`src/rtl/core/ghst_pkg.sv`:
```
package ghst_pkg;

	localparam int NUM_SLOTS_DEF = 16;
	localparam int MAX_DEPTH_DEF = 8;

	localparam int IDX_W    = 16;
	localparam int GEN_W    = 16;
	localparam int HANDLE_W = 32;

	localparam logic [GEN_W-1:0] GEN_STEP = 16'd2;

	// request codes
	localparam logic [2:0] REQ_ALLOC    = 3'd0;
	localparam logic [2:0] REQ_SHUTDOWN = 3'd1;
	localparam logic [2:0] REQ_LOOKUP   = 3'd2;
	localparam logic [2:0] REQ_ENTER    = 3'd3;
	localparam logic [2:0] REQ_LEAVE    = 3'd4;
	localparam logic [2:0] REQ_SHUT_ALL = 3'd5;
	localparam logic [2:0] REQ_CURRENT  = 3'd6;

	// status codes
	localparam logic [2:0] ST_OK        = 3'd0;
	localparam logic [2:0] ST_NO_FREE   = 3'd1;
	localparam logic [2:0] ST_NOT_FOUND = 3'd2;
	localparam logic [2:0] ST_EXECUTING = 3'd3;
	localparam logic [2:0] ST_FULL      = 3'd4;
	localparam logic [2:0] ST_EMPTY     = 3'd5;

	typedef struct packed {
		logic [2:0]          req_type;
		logic [HANDLE_W-1:0] handle;
		logic                was_pushed;
	} req_t;

	typedef struct packed {
		logic [2:0]          status;
		logic [HANDLE_W-1:0] handle_out;
		logic [IDX_W-1:0]    slot_index;
		logic                pushed;
		logic                stack_empty;
		logic [IDX_W-1:0]    rebind_slot;
	} rsp_t;

	// probe walking the call stack row
	typedef struct packed {
		logic             act;
		logic [IDX_W-1:0] idx;
		logic             hit;
	} stk_probe_t;

	// probe walking the slot row
	typedef struct packed {
		logic             act;
		logic [2:0]       req;
		logic [IDX_W-1:0] idx;
		logic [GEN_W-1:0] gen;
		logic             busy;    // slot is on the call stack
		logic             found;   // slot claimed or handle valid
		logic [GEN_W-1:0] gen_hit; // generation of the claimed slot
		logic [IDX_W-1:0] slot;
	} slot_probe_t;

	typedef struct packed {
		logic push;
		logic pop;
	} stk_ctrl_t;

endpackage

```
`src/rtl/core/ghst_if.sv`:
```
interface ghst_req_if;
	import ghst_pkg::*;

	logic valid;
	logic ready;
	req_t payload;

	modport source(output valid, output payload, input ready);
	modport sink(input valid, input payload, output ready);
endinterface

interface ghst_rsp_if;
	import ghst_pkg::*;

	logic valid;
	logic ready;
	rsp_t payload;

	modport source(output valid, output payload, input ready);
	modport sink(input valid, input payload, output ready);
endinterface

```
`src/rtl/core/ghst_stack_cell.sv`:
```
module ghst_stack_cell #(
	parameter int POS = 0,
	parameter int IW  = 4,
	parameter int DW  = 4
) (
	input  logic                 clk,
	input  logic                 arst_n,
	input  ghst_pkg::stk_ctrl_t  ctrl,
	input  logic [DW-1:0]        depth,
	input  logic [IW-1:0]        from_up,
	input  logic [IW-1:0]        from_dn,
	output logic [IW-1:0]        entry,
	input  ghst_pkg::stk_probe_t probe_in,
	output ghst_pkg::stk_probe_t probe_out
);
	import ghst_pkg::*;

	localparam logic [DW-1:0] POS_D = DW'(POS);

	logic [IW-1:0] entry_q;
	stk_probe_t    probe_q;
	stk_probe_t    probe_d;
	logic          in_use;

	assign in_use = depth > POS_D;

	// push shifts toward the bottom, pop toward the top
	always_ff @(posedge clk) begin
		if (ctrl.push) begin
			entry_q <= from_up;
		end else if (ctrl.pop) begin
			entry_q <= from_dn;
		end
	end

	always_comb begin
		probe_d = probe_in;
		if (in_use && (IDX_W'(entry_q) == probe_in.idx)) begin
			probe_d.hit = 1'b1;
		end
	end

	always_ff @(posedge clk or negedge arst_n) begin
		if (!arst_n) begin
			probe_q <= '0;
		end else begin
			probe_q <= probe_d;
		end
	end

	assign entry     = entry_q;
	assign probe_out = probe_q;

endmodule

```
`src/rtl/core/ghst_slot_cell.sv`:
```
module ghst_slot_cell #(
	parameter int POS = 0
) (
	input  logic                  clk,
	input  logic                  arst_n,
	input  ghst_pkg::slot_probe_t probe_in,
	output ghst_pkg::slot_probe_t probe_out
);
	import ghst_pkg::*;

	localparam logic [IDX_W-1:0] MY_IDX = IDX_W'(POS);

	logic             used_q;
	logic [GEN_W-1:0] gen_q;
	logic             used_d;
	logic [GEN_W-1:0] gen_d;
	slot_probe_t      probe_d;
	slot_probe_t      probe_q;
	logic             live;

	assign live = (probe_in.idx == MY_IDX) && used_q && (gen_q == probe_in.gen);

	always_comb begin
		probe_d = probe_in;
		used_d  = used_q;
		gen_d   = gen_q;
		if (probe_in.act) begin
			case (probe_in.req)
				REQ_ALLOC: begin
					// first free cell along the row takes it
					if (!probe_in.found && !used_q) begin
						used_d          = 1'b1;
						probe_d.found   = 1'b1;
						probe_d.slot    = MY_IDX;
						probe_d.gen_hit = gen_q;
					end
				end
				REQ_SHUTDOWN, REQ_LOOKUP, REQ_ENTER: begin
					if (live) begin
						probe_d.found = 1'b1;
						probe_d.slot  = MY_IDX;
						if ((probe_in.req == REQ_SHUTDOWN) && !probe_in.busy) begin
							used_d = 1'b0;
							gen_d  = gen_q + GEN_STEP;
						end
					end
				end
				REQ_SHUT_ALL: begin
					if (used_q) begin
						used_d = 1'b0;
						gen_d  = gen_q + GEN_STEP;
					end
				end
				default: begin
				end
			endcase
		end
	end

	always_ff @(posedge clk or negedge arst_n) begin
		if (!arst_n) begin
			used_q  <= 1'b0;
			gen_q   <= '0;
			probe_q <= '0;
		end else begin
			used_q  <= used_d;
			gen_q   <= gen_d;
			probe_q <= probe_d;
		end
	end

	assign probe_out = probe_q;

endmodule

```
`src/rtl/core/generation_handle_slot_table_core.sv`:
```
// Channel   | Modport | Payload                                     | Role
// ----------+---------+---------------------------------------------+--------------------
// request   | sink    | req_type, handle, was_pushed                | one operation
// response  | source  | status, handle_out, slot_index, pushed,     | one result per
//           |         | stack_empty, rebind_slot                    | request
//
// From accept to response register the probe walks one cell per cycle down the stack row,
// then the slot row; fin_q latches the result, and commit writes the response register.
// Only one request in flight; request.ready is high in idle only, so at best a new request
// is taken the cycle after commit. arst_n clears slot cells, stack depth and sequencer;
// stack entries are unreset, only entries below the depth are read. A stalled response
// holds the next one in commit.
module generation_handle_slot_table_core #(
	parameter int NUM_SLOTS = ghst_pkg::NUM_SLOTS_DEF,
	parameter int MAX_DEPTH = ghst_pkg::MAX_DEPTH_DEF
) (
	input logic        clk,
	input logic        arst_n,
	ghst_req_if.sink   request,
	ghst_rsp_if.source response
);
	import ghst_pkg::*;

	localparam int IW = (NUM_SLOTS > 1) ? $clog2(NUM_SLOTS) : 1;
	localparam int DW = $clog2(MAX_DEPTH + 1);

	localparam logic [DW-1:0] DEPTH_MAX = DW'(MAX_DEPTH);
	localparam logic [DW-1:0] DEPTH_ONE = DW'(1);

	// sequencer
	localparam logic [1:0] S_IDLE = 2'd0;
	localparam logic [1:0] S_WALK = 2'd1;
	localparam logic [1:0] S_FIN  = 2'd2;

	logic [1:0]    state_q;
	logic [1:0]    state_d;
	logic          launch_q;
	req_t          item_q;
	slot_probe_t   fin_q;
	logic [DW-1:0] depth_q;
	logic [DW-1:0] depth_d;
	logic          rsp_valid_q;
	rsp_t          rsp_q;
	rsp_t          rsp_d;
	logic          accept;
	logic          commit;
	stk_ctrl_t     stk_ctrl;
	stk_ctrl_t     stk_op;

	// cell rows
	stk_probe_t    stk_probe  [MAX_DEPTH+1];
	slot_probe_t   slot_probe [NUM_SLOTS+1];
	logic [IW-1:0] stk_entry  [MAX_DEPTH];
	logic [IW-1:0] second_entry;
	logic [IW-1:0] push_idx;
	logic [IDX_W-1:0] top_ext;
	logic [IDX_W-1:0] second_ext;

	assign accept = request.valid && request.ready;
	assign commit = (state_q == S_FIN) && (!rsp_valid_q || response.ready);

	assign request.ready = (state_q == S_IDLE);

	always_comb begin
		state_d = state_q;
		case (state_q)
			S_IDLE: if (accept) state_d = S_WALK;
			S_WALK: if (slot_probe[NUM_SLOTS].act) state_d = S_FIN;
			S_FIN:  if (commit) state_d = S_IDLE;
			default: state_d = S_IDLE;
		endcase
	end

	always_ff @(posedge clk or negedge arst_n) begin
		if (!arst_n) begin
			state_q     <= S_IDLE;
			launch_q    <= 1'b0;
			depth_q     <= '0;
			rsp_valid_q <= 1'b0;
		end else begin
			state_q  <= state_d;
			launch_q <= accept;
			if (commit) begin
				depth_q     <= depth_d;
				rsp_valid_q <= 1'b1;
			end else if (response.ready) begin
				rsp_valid_q <= 1'b0;
			end
		end
	end

	// payload registers
	always_ff @(posedge clk) begin
		if (accept) begin
			item_q <= request.payload;
		end
		if ((state_q == S_WALK) && slot_probe[NUM_SLOTS].act) begin
			fin_q <= slot_probe[NUM_SLOTS];
		end
		if (commit) begin
			rsp_q <= rsp_d;
		end
	end

	// the stack row checks whether the handle's slot is executing
	assign stk_probe[0] = '{act: launch_q, idx: item_q.handle[IDX_W-1:0], hit: 1'b0};

	assign push_idx = fin_q.slot[IW-1:0];
	assign stk_ctrl = '{push: stk_op.push && commit, pop: stk_op.pop && commit};

	for (genvar j = 0; j < MAX_DEPTH; j++) begin : g_stk
		logic [IW-1:0] up_w;
		logic [IW-1:0] dn_w;

		if (j == 0) begin : g_top
			assign up_w = push_idx;
		end else begin : g_mid_up
			assign up_w = stk_entry[j-1];
		end

		if (j == MAX_DEPTH - 1) begin : g_bottom
			assign dn_w = '0;
		end else begin : g_mid_dn
			assign dn_w = stk_entry[j+1];
		end

		ghst_stack_cell #(
			.POS (j),
			.IW  (IW),
			.DW  (DW)
		) u_cell (
			.clk       (clk),
			.arst_n    (arst_n),
			.ctrl      (stk_ctrl),
			.depth     (depth_q),
			.from_up   (up_w),
			.from_dn   (dn_w),
			.entry     (stk_entry[j]),
			.probe_in  (stk_probe[j]),
			.probe_out (stk_probe[j+1])
		);
	end

	if (MAX_DEPTH > 1) begin : g_second
		assign second_entry = stk_entry[1];
	end else begin : g_no_second
		assign second_entry = '0;
	end

	assign top_ext    = IDX_W'(stk_entry[0]);
	assign second_ext = IDX_W'(second_entry);

	// the slot row does alloc search, handle check and frees
	assign slot_probe[0] = '{
		act:     stk_probe[MAX_DEPTH].act,
		req:     item_q.req_type,
		idx:     item_q.handle[IDX_W-1:0],
		gen:     item_q.handle[HANDLE_W-1:IDX_W],
		busy:    stk_probe[MAX_DEPTH].hit,
		found:   1'b0,
		gen_hit: '0,
		slot:    '0
	};

	for (genvar k = 0; k < NUM_SLOTS; k++) begin : g_slot
		ghst_slot_cell #(
			.POS (k)
		) u_cell (
			.clk       (clk),
			.arst_n    (arst_n),
			.probe_in  (slot_probe[k]),
			.probe_out (slot_probe[k+1])
		);
	end

	// commit: stack update and result
	always_comb begin
		rsp_d        = '0;
		rsp_d.status = ST_OK;
		stk_op       = '0;
		depth_d      = depth_q;
		case (item_q.req_type)
			REQ_ALLOC: begin
				if (fin_q.found) begin
					rsp_d.slot_index = fin_q.slot;
					rsp_d.handle_out = {fin_q.gen_hit, fin_q.slot};
				end else begin
					rsp_d.status = ST_NO_FREE;
				end
			end
			REQ_SHUTDOWN, REQ_LOOKUP: begin
				if (!fin_q.found) begin
					rsp_d.status = ST_NOT_FOUND;
				end else begin
					rsp_d.slot_index = fin_q.slot;
					if ((item_q.req_type == REQ_SHUTDOWN) && fin_q.busy) begin
						rsp_d.status = ST_EXECUTING;
					end
				end
			end
			REQ_ENTER: begin
				if (!fin_q.found) begin
					rsp_d.status = ST_NOT_FOUND;
				end else begin
					rsp_d.slot_index = fin_q.slot;
					// re-entering the slot already on top pushes nothing
					if ((depth_q == '0) || (top_ext != fin_q.slot)) begin
						if (depth_q >= DEPTH_MAX) begin
							rsp_d.status = ST_FULL;
						end else begin
							stk_op.push  = 1'b1;
							depth_d      = depth_q + DEPTH_ONE;
							rsp_d.pushed = 1'b1;
						end
					end
				end
			end
			REQ_LEAVE: begin
				if (item_q.was_pushed) begin
					if (depth_q == '0) begin
						rsp_d.status = ST_EMPTY;
					end else begin
						stk_op.pop = 1'b1;
						depth_d    = depth_q - DEPTH_ONE;
						if (depth_q > DEPTH_ONE) begin
							rsp_d.rebind_slot = second_ext;
						end
					end
				end else if (depth_q != '0) begin
					rsp_d.rebind_slot = top_ext;
				end
			end
			REQ_SHUT_ALL: begin
				// slot cells freed themselves on the way through
				depth_d = '0;
			end
			REQ_CURRENT: begin
				if (depth_q == '0) begin
					rsp_d.status = ST_EMPTY;
				end else begin
					rsp_d.slot_index = top_ext;
				end
			end
			default: begin
			end
		endcase
		rsp_d.stack_empty = (depth_d == '0);
	end

	assign response.valid   = rsp_valid_q;
	assign response.payload = rsp_q;

	// a push never goes past the last stack cell
	a_push_room: assert property (@(posedge clk) disable iff (!arst_n)
		stk_ctrl.push |-> (depth_q < DEPTH_MAX))
		else $error("push with full stack");

	// while ready, no probe walks either row
	a_idle_quiet: assert property (@(posedge clk) disable iff (!arst_n)
		request.ready |-> (!launch_q && !stk_probe[MAX_DEPTH].act && !slot_probe[NUM_SLOTS].act))
		else $error("probe active while idle");

	// every commit shows a response in the next cycle
	a_commit_rsp: assert property (@(posedge clk) disable iff (!arst_n)
		commit |=> response.valid)
		else $error("commit without response");

	// push and pop never in the same commit
	a_push_pop: assert property (@(posedge clk) disable iff (!arst_n)
		commit |-> !(stk_ctrl.push && stk_ctrl.pop))
		else $error("push and pop together");

endmodule
```
`src/flat_wrapper.sv`:
```
// flat-port wrapper written by rule: the top's interface ports become plain ports
module generation_handle_slot_table_core_flat import ghst_pkg::*;
#(
	parameter int NUM_SLOTS = ghst_pkg::NUM_SLOTS_DEF,
	parameter int MAX_DEPTH = ghst_pkg::MAX_DEPTH_DEF
)
  (clk, arst_n, request_valid, request_payload, request_ready, response_valid, response_payload, response_ready);
  ghst_req_if request_i ();
  ghst_rsp_if response_i ();
  input logic clk;
  input logic arst_n;
  input wire logic [$bits(request_i.valid)-1:0] request_valid;
  input wire logic [$bits(request_i.payload)-1:0] request_payload;
  output wire logic [$bits(request_i.ready)-1:0] request_ready;
  output wire logic [$bits(response_i.valid)-1:0] response_valid;
  output wire logic [$bits(response_i.payload)-1:0] response_payload;
  input wire logic [$bits(response_i.ready)-1:0] response_ready;
  assign request_i.valid = request_valid;
  assign request_i.payload = request_payload;
  assign request_ready = request_i.ready;
  assign response_valid = response_i.valid;
  assign response_payload = response_i.payload;
  assign response_i.ready = response_ready;
  generation_handle_slot_table_core #(.NUM_SLOTS(NUM_SLOTS), .MAX_DEPTH(MAX_DEPTH)) u_core (.clk(clk), .arst_n(arst_n), .request(request_i), .response(response_i));
endmodule
```
`config.mk`:
```
export PLATFORM = sky130hd
export DESIGN_NAME = generation_handle_slot_table_core_flat
export DESIGN_NICKNAME = d
export VERILOG_FILES = /design/src/rtl/core/ghst_pkg.sv /design/src/rtl/core/ghst_if.sv /design/src/rtl/core/ghst_stack_cell.sv /design/src/rtl/core/ghst_slot_cell.sv /design/src/rtl/core/generation_handle_slot_table_core.sv /design/src/flat_wrapper.sv
export SDC_FILE = /design/constraint.sdc
export NUM_CORES = 2
export LEC_CHECK = 0
export BUFFER_PORTS_ARGS = -buffer_cell sky130_fd_sc_hd__buf_2
export CORE_UTILIZATION = 55
export CTS_CLUSTER_DIAMETER = 120
export CTS_CLUSTER_SIZE = 8
export DETAILED_ROUTE_END_ITERATION = 6
export PLACE_DENSITY = 0.71
export SKIP_LAST_GASP = 1
export SLEW_MARGIN = 20
export SYNTH_ARGS = -nofsm -noshare
export SYNTH_HDL_FRONTEND = slang
export SYNTH_SLANG_ARGS = --single-unit
```
`constraint.sdc`:
```
create_clock -name clk -period 9.6 [get_ports clk]
set_input_delay 1.92 -clock clk [delete_from_list [all_inputs] [get_ports clk]]
set_output_delay 1.92 -clock clk [all_outputs]
set_load 0.01 [all_outputs]
```
Word-level counts from Yosys, hierarchy flattened
Cells that the tools add are included.

operators by class
  $add $sub $neg = 18
  multipliers = 0
  divide/modulo/power cells = 0
  magnitude comparators = 9
  equal/unequal tests = 174
  shift-type cells = 0
  multiplexer cells = 299
  bitwise operators = 0
  reductions and logical operators = 233

operators with widths
  cell                                                              count
  16-bit 2-to-1 mux                                                 84
  33-bit 2-to-1 mux                                                 32
  16-bit one-hot mux with 2 select lines                            31
  16-bit by 2-bit adder with 16-bit output, second input constant   16
  16-bit == test                                                    16
  5-bit AND reduction                                               31
  2-bit inequality test, second input constant                      65
  16-bit by 4-bit == test with 1-bit output, second input constant  8
  4-bit by 16-bit == test with 1-bit output                         8
  3-bit by 2-bit == test with 1-bit output, second input constant   32
  4-bit 2-to-1 mux                                                  24
  1-bit 2-to-1 mux                                                  81
  1-bit logical AND                                                 77
  16-bit by 3-bit == test with 1-bit output, second input constant  4
  16-bit one-hot mux with 4 select lines                            1
  3-bit == test, second input constant                              18
  3-bit by 1-bit == test with 1-bit output, second input constant   16
  3-bit zero test                                                   16
  1-bit one-hot mux with 3 select lines                             16
  3-bit nonzero test                                                16
  3-bit OR reduction                                                16
  1-bit zero test                                                   47
  2-bit nonzero test                                                18
  16-bit by 2-bit == test with 1-bit output, second input constant  2
  27 further kinds                                                  58

word-level totals
  bits in registers = 1552
  bits in latches = 0
  memory bits (writable) = 0
  memory bits (read-only) = 0
  input port bits = 40
  output and inout bits = 71
  logic and storage cells = 931
  memories = 0

Logic depth before layout (Yosys ltp)
  depth in word-level cells = 7
  depth in mapped cells = 9
  depth with buffers taken out = 9

By module
A second synthesis with hierarchy kept.

unflattened totals
  cells, all modules = 4040
  area total of the unflattened synthesis = 60865.9 µm²

modules (own cells, without submodules)
  module                                         times used  cells each  area each (µm²)  seq. area each (µm²)
  ghst_slot_cell (u_core.g_slot[11].u_cell ...)  3           212         3085.5           2152.1
  generation_handle_slot_table_core              1           323         5192.5           4013.8
  ghst_slot_cell (u_core.g_slot[12].u_cell)      1           219         3193.1           2152.1
  ghst_slot_cell (u_core.g_slot[5].u_cell)       1           218         3191.8           2152.1
  ghst_slot_cell (u_core.g_slot[9].u_cell)       1           218         3188.1           2152.1
  ghst_slot_cell (u_core.g_slot[3].u_cell)       1           218         3184.3           2152.1
  ghst_slot_cell (u_core.g_slot[8].u_cell)       1           211         3129.3           2152.1
  ghst_slot_cell (u_core.g_slot[6].u_cell)       1           214         3126.7           2152.1
  ghst_slot_cell (u_core.g_slot[15].u_cell)      1           209         3123.0           2152.1
  ghst_slot_cell (u_core.g_slot[4].u_cell)       1           208         3111.7           2152.1
  ghst_slot_cell (u_core.g_slot[2].u_cell)       1           208         3110.5           2152.1
  ghst_slot_cell (u_core.g_slot[7].u_cell)       1           216         3104.2           2152.1
  ghst_slot_cell (u_core.g_slot[0].u_cell)       1           215         3096.7           2152.1
  ghst_slot_cell (u_core.g_slot[10].u_cell)      1           213         3096.7           2152.1
  9 more rows                                    --          --          --               --

Worst setup path after synthesis
No wires, ideal clock.

  path kind = in2reg
  from = input port response_ready
  to = register u_core.g_stk[0].u_cell.entry_q[0] (data pin)
  setup time = 260 ps
  arrival time = 4140 ps
  data required time = 9340 ps
  setup slack = 5200 ps
  stages = 6
  path buffers = 1
  cells stage by stage = nand2b_1 -> nand2b_1 -> clkinv_1 -> nand2_1 -> buf_2 -> mux2_2

between the ends
  longest elaborated chain between the ends = 4

ends and longest elaborated chain
  item                  RTL line                                  RTL
  start, declared       flat_wrapper.sv:17                        input wire logic [$bits(response_i.ready)-1:0] response_ready;
  1-bit logical OR      generation_handle_slot_table_core.sv:60   assign commit = (state_q == S_FIN) && (!rsp_valid_q || response.ready);
  1-bit logical AND     generation_handle_slot_table_core.sv:60
  via u_core.commit     generation_handle_slot_table_core.sv:46   logic commit;
  1-bit logical AND     generation_handle_slot_table_core.sv:109  assign stk_ctrl = '{push: stk_op.push && commit, pop: stk_op.pop && commit};
  4-bit 2-to-1 mux      ghst_stack_cell.sv:29                     if (ctrl.push) begin
  end signal, assigned  ghst_stack_cell.sv:30                     entry_q <= from_up;
  end signal, assigned  ghst_stack_cell.sv:32                     entry_q <= from_dn;
  end, declared         ghst_stack_cell.sv:20                     logic [IW-1:0] entry_q;

The timed path passes the listed nets, and every way through them passes these cells.
A chain may end at the register's enable or synchronous reset.

Final worst setup path
  from = register u_core.state_q[1]
  to = output port request_ready

between the ends
  longest elaborated chain between the ends = 1

ends and longest elaborated chain
  item                    RTL line                                 RTL
  start, declared         generation_handle_slot_table_core.sv:35  logic [1:0] state_q;
  start signal, assigned  generation_handle_slot_table_core.sv:81  state_q <= state_d;
  2-bit zero test         generation_handle_slot_table_core.sv:62  assign request.ready = (state_q == S_IDLE);
  end, declared           flat_wrapper.sv:14                       output wire logic [$bits(request_i.ready)-1:0] request_ready;

Every way passes these cells.

==> impl_results.md <==
* FF-to-FF End: u_core.g_stk[6].u_cell.entry[0]$_DFFE_PP_
* Setup_tns at 0 ns
* Remaining Overflow, GRT at 0
* Post-synth top area share at 61.5%
* PortBufs at 73
* Die area at 85600 um2
* Drt drc at 0
* Avg Vias per Cell at 5.60
* Site Rows at 106
* Drt pass-1 iters at 5
* Sequential element share of the synthesized area at 69.3%
* Largest area contributor in the netlist: dfrtp_1
* Final GP Congestion at 0.883
* Chip height at 293 um
* Initial antenna violation count at 0
* Post-layout min period at 3.47 ns
* First-iteration detailed-routing DRC count at 1814
* Capture point of the worst path: request_ready
* CTS Buf Count at 175
* Global routing usage on met3 at 3.88%
* Core area at 83600 um2
* Clock latency at the later pin of the worst-skew pair at 0.76 ns
* Post-route cell area at 52900 um2
* WP data arrival at 1.55 ns
* Horiz. Die Dim at 293 um
* Grt peak-use layer: met2
* Pleak at 0.0241 uW
* #FFs+latches synth at 1263
* Asr flop ratio synth at 90.4%
* Reg2reg start: u_core.depth_q[0]$_DFFE_PN0P_
* Cell Pwr Density at 210 nW/um2
* Setup violations, final at 0
* Max-Cap Viols at 0
* # resized after CTS at 0
* Syn. warnings at 0
* CTS tree: built
* Clock-pin slew on the worst setup and hold paths at 0.05 ns
* Post-CTS Setup Inserts at 0
* H-tree depth at 4
* Period utilization at 36.1%
* Clock skew at 0.0343 ns
* WP data required at 7.68 ns
* Maximum fanout along the worst path at 5
* RSZ-0062 raised after global routing: false
* Final nets at 3502
* Area delta synth->final at 13.8%
* Initial Util at 55.6%
* Hold WC Path Type: reg2reg
* Synth top area cells: dfrtp_1, edfxtp_1, mux2_2, xnor2_1, xor2_1
* Hold Path Cell Cnt at 0
* Worst-margin pin slew at 1.08 ns
* Hold Violations, Final at 0
* Post-DP HPWL at 66100 um
* Post-DP Area at 48000 um2
* Total GRT Usage at 23.4%
* Top_reg_cell synth: dfrtp_1
* Clock Path Buffers at 3
* Ant. Diodes at 0
* Post-DR wirelength/cell at 21.2 um
* Vias at 25600
* Met2 usage at 40.7%
* Netlist cell types at 70
* Worst setup SP type: flip-flop
* Max Clk Rate at 289 MHz
* Worst VDD drop at 0.183 mV
* Critical path class: reg2out
* I/O pin count at 111
* Status: finished, final reports clean
* Most frequent cell after synthesis: dfrtp_1
* Met1 GRT Util at 29.5%
* Root buffer cell: clkbuf_16
* Multi-input logic area at 13700 um2
* Crit path from: u_core.state_q[1]$_DFFE_PN0P_
* Max-slew headroom at 27.8%
* Fin. max-slew vios at 0
* Largest net degree at the start of global routing at 181
* Worst Hold Margin at 0.349 ns
* Share of cells above drive strength 1 at 16.8%
* Crit end category: primary output
* Post-Syn Instances at 3242
* Vias in the first global route at 27600
* Remaining antenna violation count after routing at 0
* First-pass GRT wire length at 155000 um
* Post-Route WL at 96700 um
* Most instantiated cells after synthesis: dfrtp_1, xnor2_1, mux2_2
* Number of synthesized flops with an enable pin at 121
* Register area at 32200 um2
* Mapped Avg Cell Area at 14.3 um2
* Syn Std Cell Area at 46400 um2
* CTS Sinks at 1263
* R2R cell count at 8
* R2R Setup Slk at 6.57 ns
* CTS Hold Bufs at 0
* Fill count at 5931
## state kept, by name, summed over array words and instances (netlist names)
signal / flops
u_core.depth_q: 4
u_core.fin_q: 21
u_core.g_slot.u_cell.gen_q: 240
u_core.g_slot.u_cell.probe_out: 782
u_core.g_slot.u_cell.used_q: 16
u_core.g_stk.u_cell.entry: 32
u_core.g_stk.u_cell.probe_out: 96
u_core.item_q: 36
u_core.launch_q: 1
u_core.response.payload: 32
u_core.response.valid: 1
u_core.state_q: 2
## power by group
group / internal (uW) / switching, uW / total [uW]
sequential: 5440 / 35.8 / 5470
combinational: 39.2 / 130 / 169
clock: 3290 / 2170 / 5460
total: 8760 / 2340 / 11100
## routing by layer
layer | vias up | part of all wire [%]
li1 | 11500 | -
met1 | 13200 | 40
met2 | 623 | 53
met3 | 213 | 3.8
met4 | 0 | 3.1
met5 | - | 0
## critical path: stages (launching register included)
cell and delay, ns:
dfrtp_1 0.44, nor2_1 0.20, buf_2 0.16
## cells in the final DEF (no fill, tap or decap), drive strengths merged, types with 4 or more instances in the layout
cell type	count
xor2	185
nor2b	23
nand4	117
nand4b	6
and2	62
nor4bb	5
clkinv	12
nand2	141
edfxtp	121
a31oi	6
nand2b	32
nor2	124
a22o	7
a22oi	4
o211ai	4
or2	26
buf	89
a21oi	28
and4	12
nor3	57
nand3b	9
xnor2	315
dfrtp	1142
ha	19
inv	41
nand3	96
or3	6
o21ai	49
nor4b	18
and3	74
mux2	259
o21bai	11
nor4	93
conb	37
clkbuf	206
or4	4
## cell families (layout without fill, tap and decap cells)
group           Yosys count  count (layout)  share of synthesized area [%]
xor+xnor                500             500                           9.43
mux                     260             260                           6.30
buf+inv                 140             348                           1.47
flops                  1263            1263                           69.3
fa+ha+maj                19              19                          0.512
other cells               1              37                        0.00807
compound gates          145             145                           2.02
simple gates            914             914                           10.9
## final cells by class
class / count / area share [%]
sequential: 1263 / 60.9
multi-input combinational: 1875 / 26.0
clock buffer: 206 / 8.55
tap: 1080 / 2.56
timing repair buffer: 89 / 1.06
clock inverter: 14 / 0.665
inverter: 39 / 0.277
## per-stage QoR
stage,instances,util [%],total power (uW),setup WS (ns)
finish,4566,63.3,11100,6.13
global route,4566,63.3,11500,6.08
CTS,4566,63.2,11200,6.13
detailed placement,4346,57.4,5730,5.48
global placement,4346,57.4,5720,5.54
floorplan,3278,-,5610,5.20
## how the worst min path moves through the flow
| stage | start | endpoint |
|---|---|---|
| finish | u_core.g_stk[3].u_cell.probe_out[17]$_DFF_PN0_ | u_core.g_stk[4].u_cell.probe_out[17]$_DFF_PN0_ |
| global placement | u_core.launch_q$_DFF_PN0_ | u_core.g_stk[0].u_cell.probe_out[17]$_DFF_PN0_ |
| detailed placement | u_core.g_stk[5].u_cell.probe_out[17]$_DFF_PN0_ | u_core.g_stk[6].u_cell.probe_out[17]$_DFF_PN0_ |
| global route | u_core.g_stk[3].u_cell.probe_out[17]$_DFF_PN0_ | u_core.g_stk[4].u_cell.probe_out[17]$_DFF_PN0_ |
| CTS | u_core.g_stk[4].u_cell.probe_out[17]$_DFF_PN0_ | u_core.g_stk[5].u_cell.probe_out[17]$_DFF_PN0_ |
| floorplan | u_core.launch_q$_DFF_PN0_ | u_core.g_stk[0].u_cell.probe_out[17]$_DFF_PN0_ |
(Power assumes the default switching activity.)
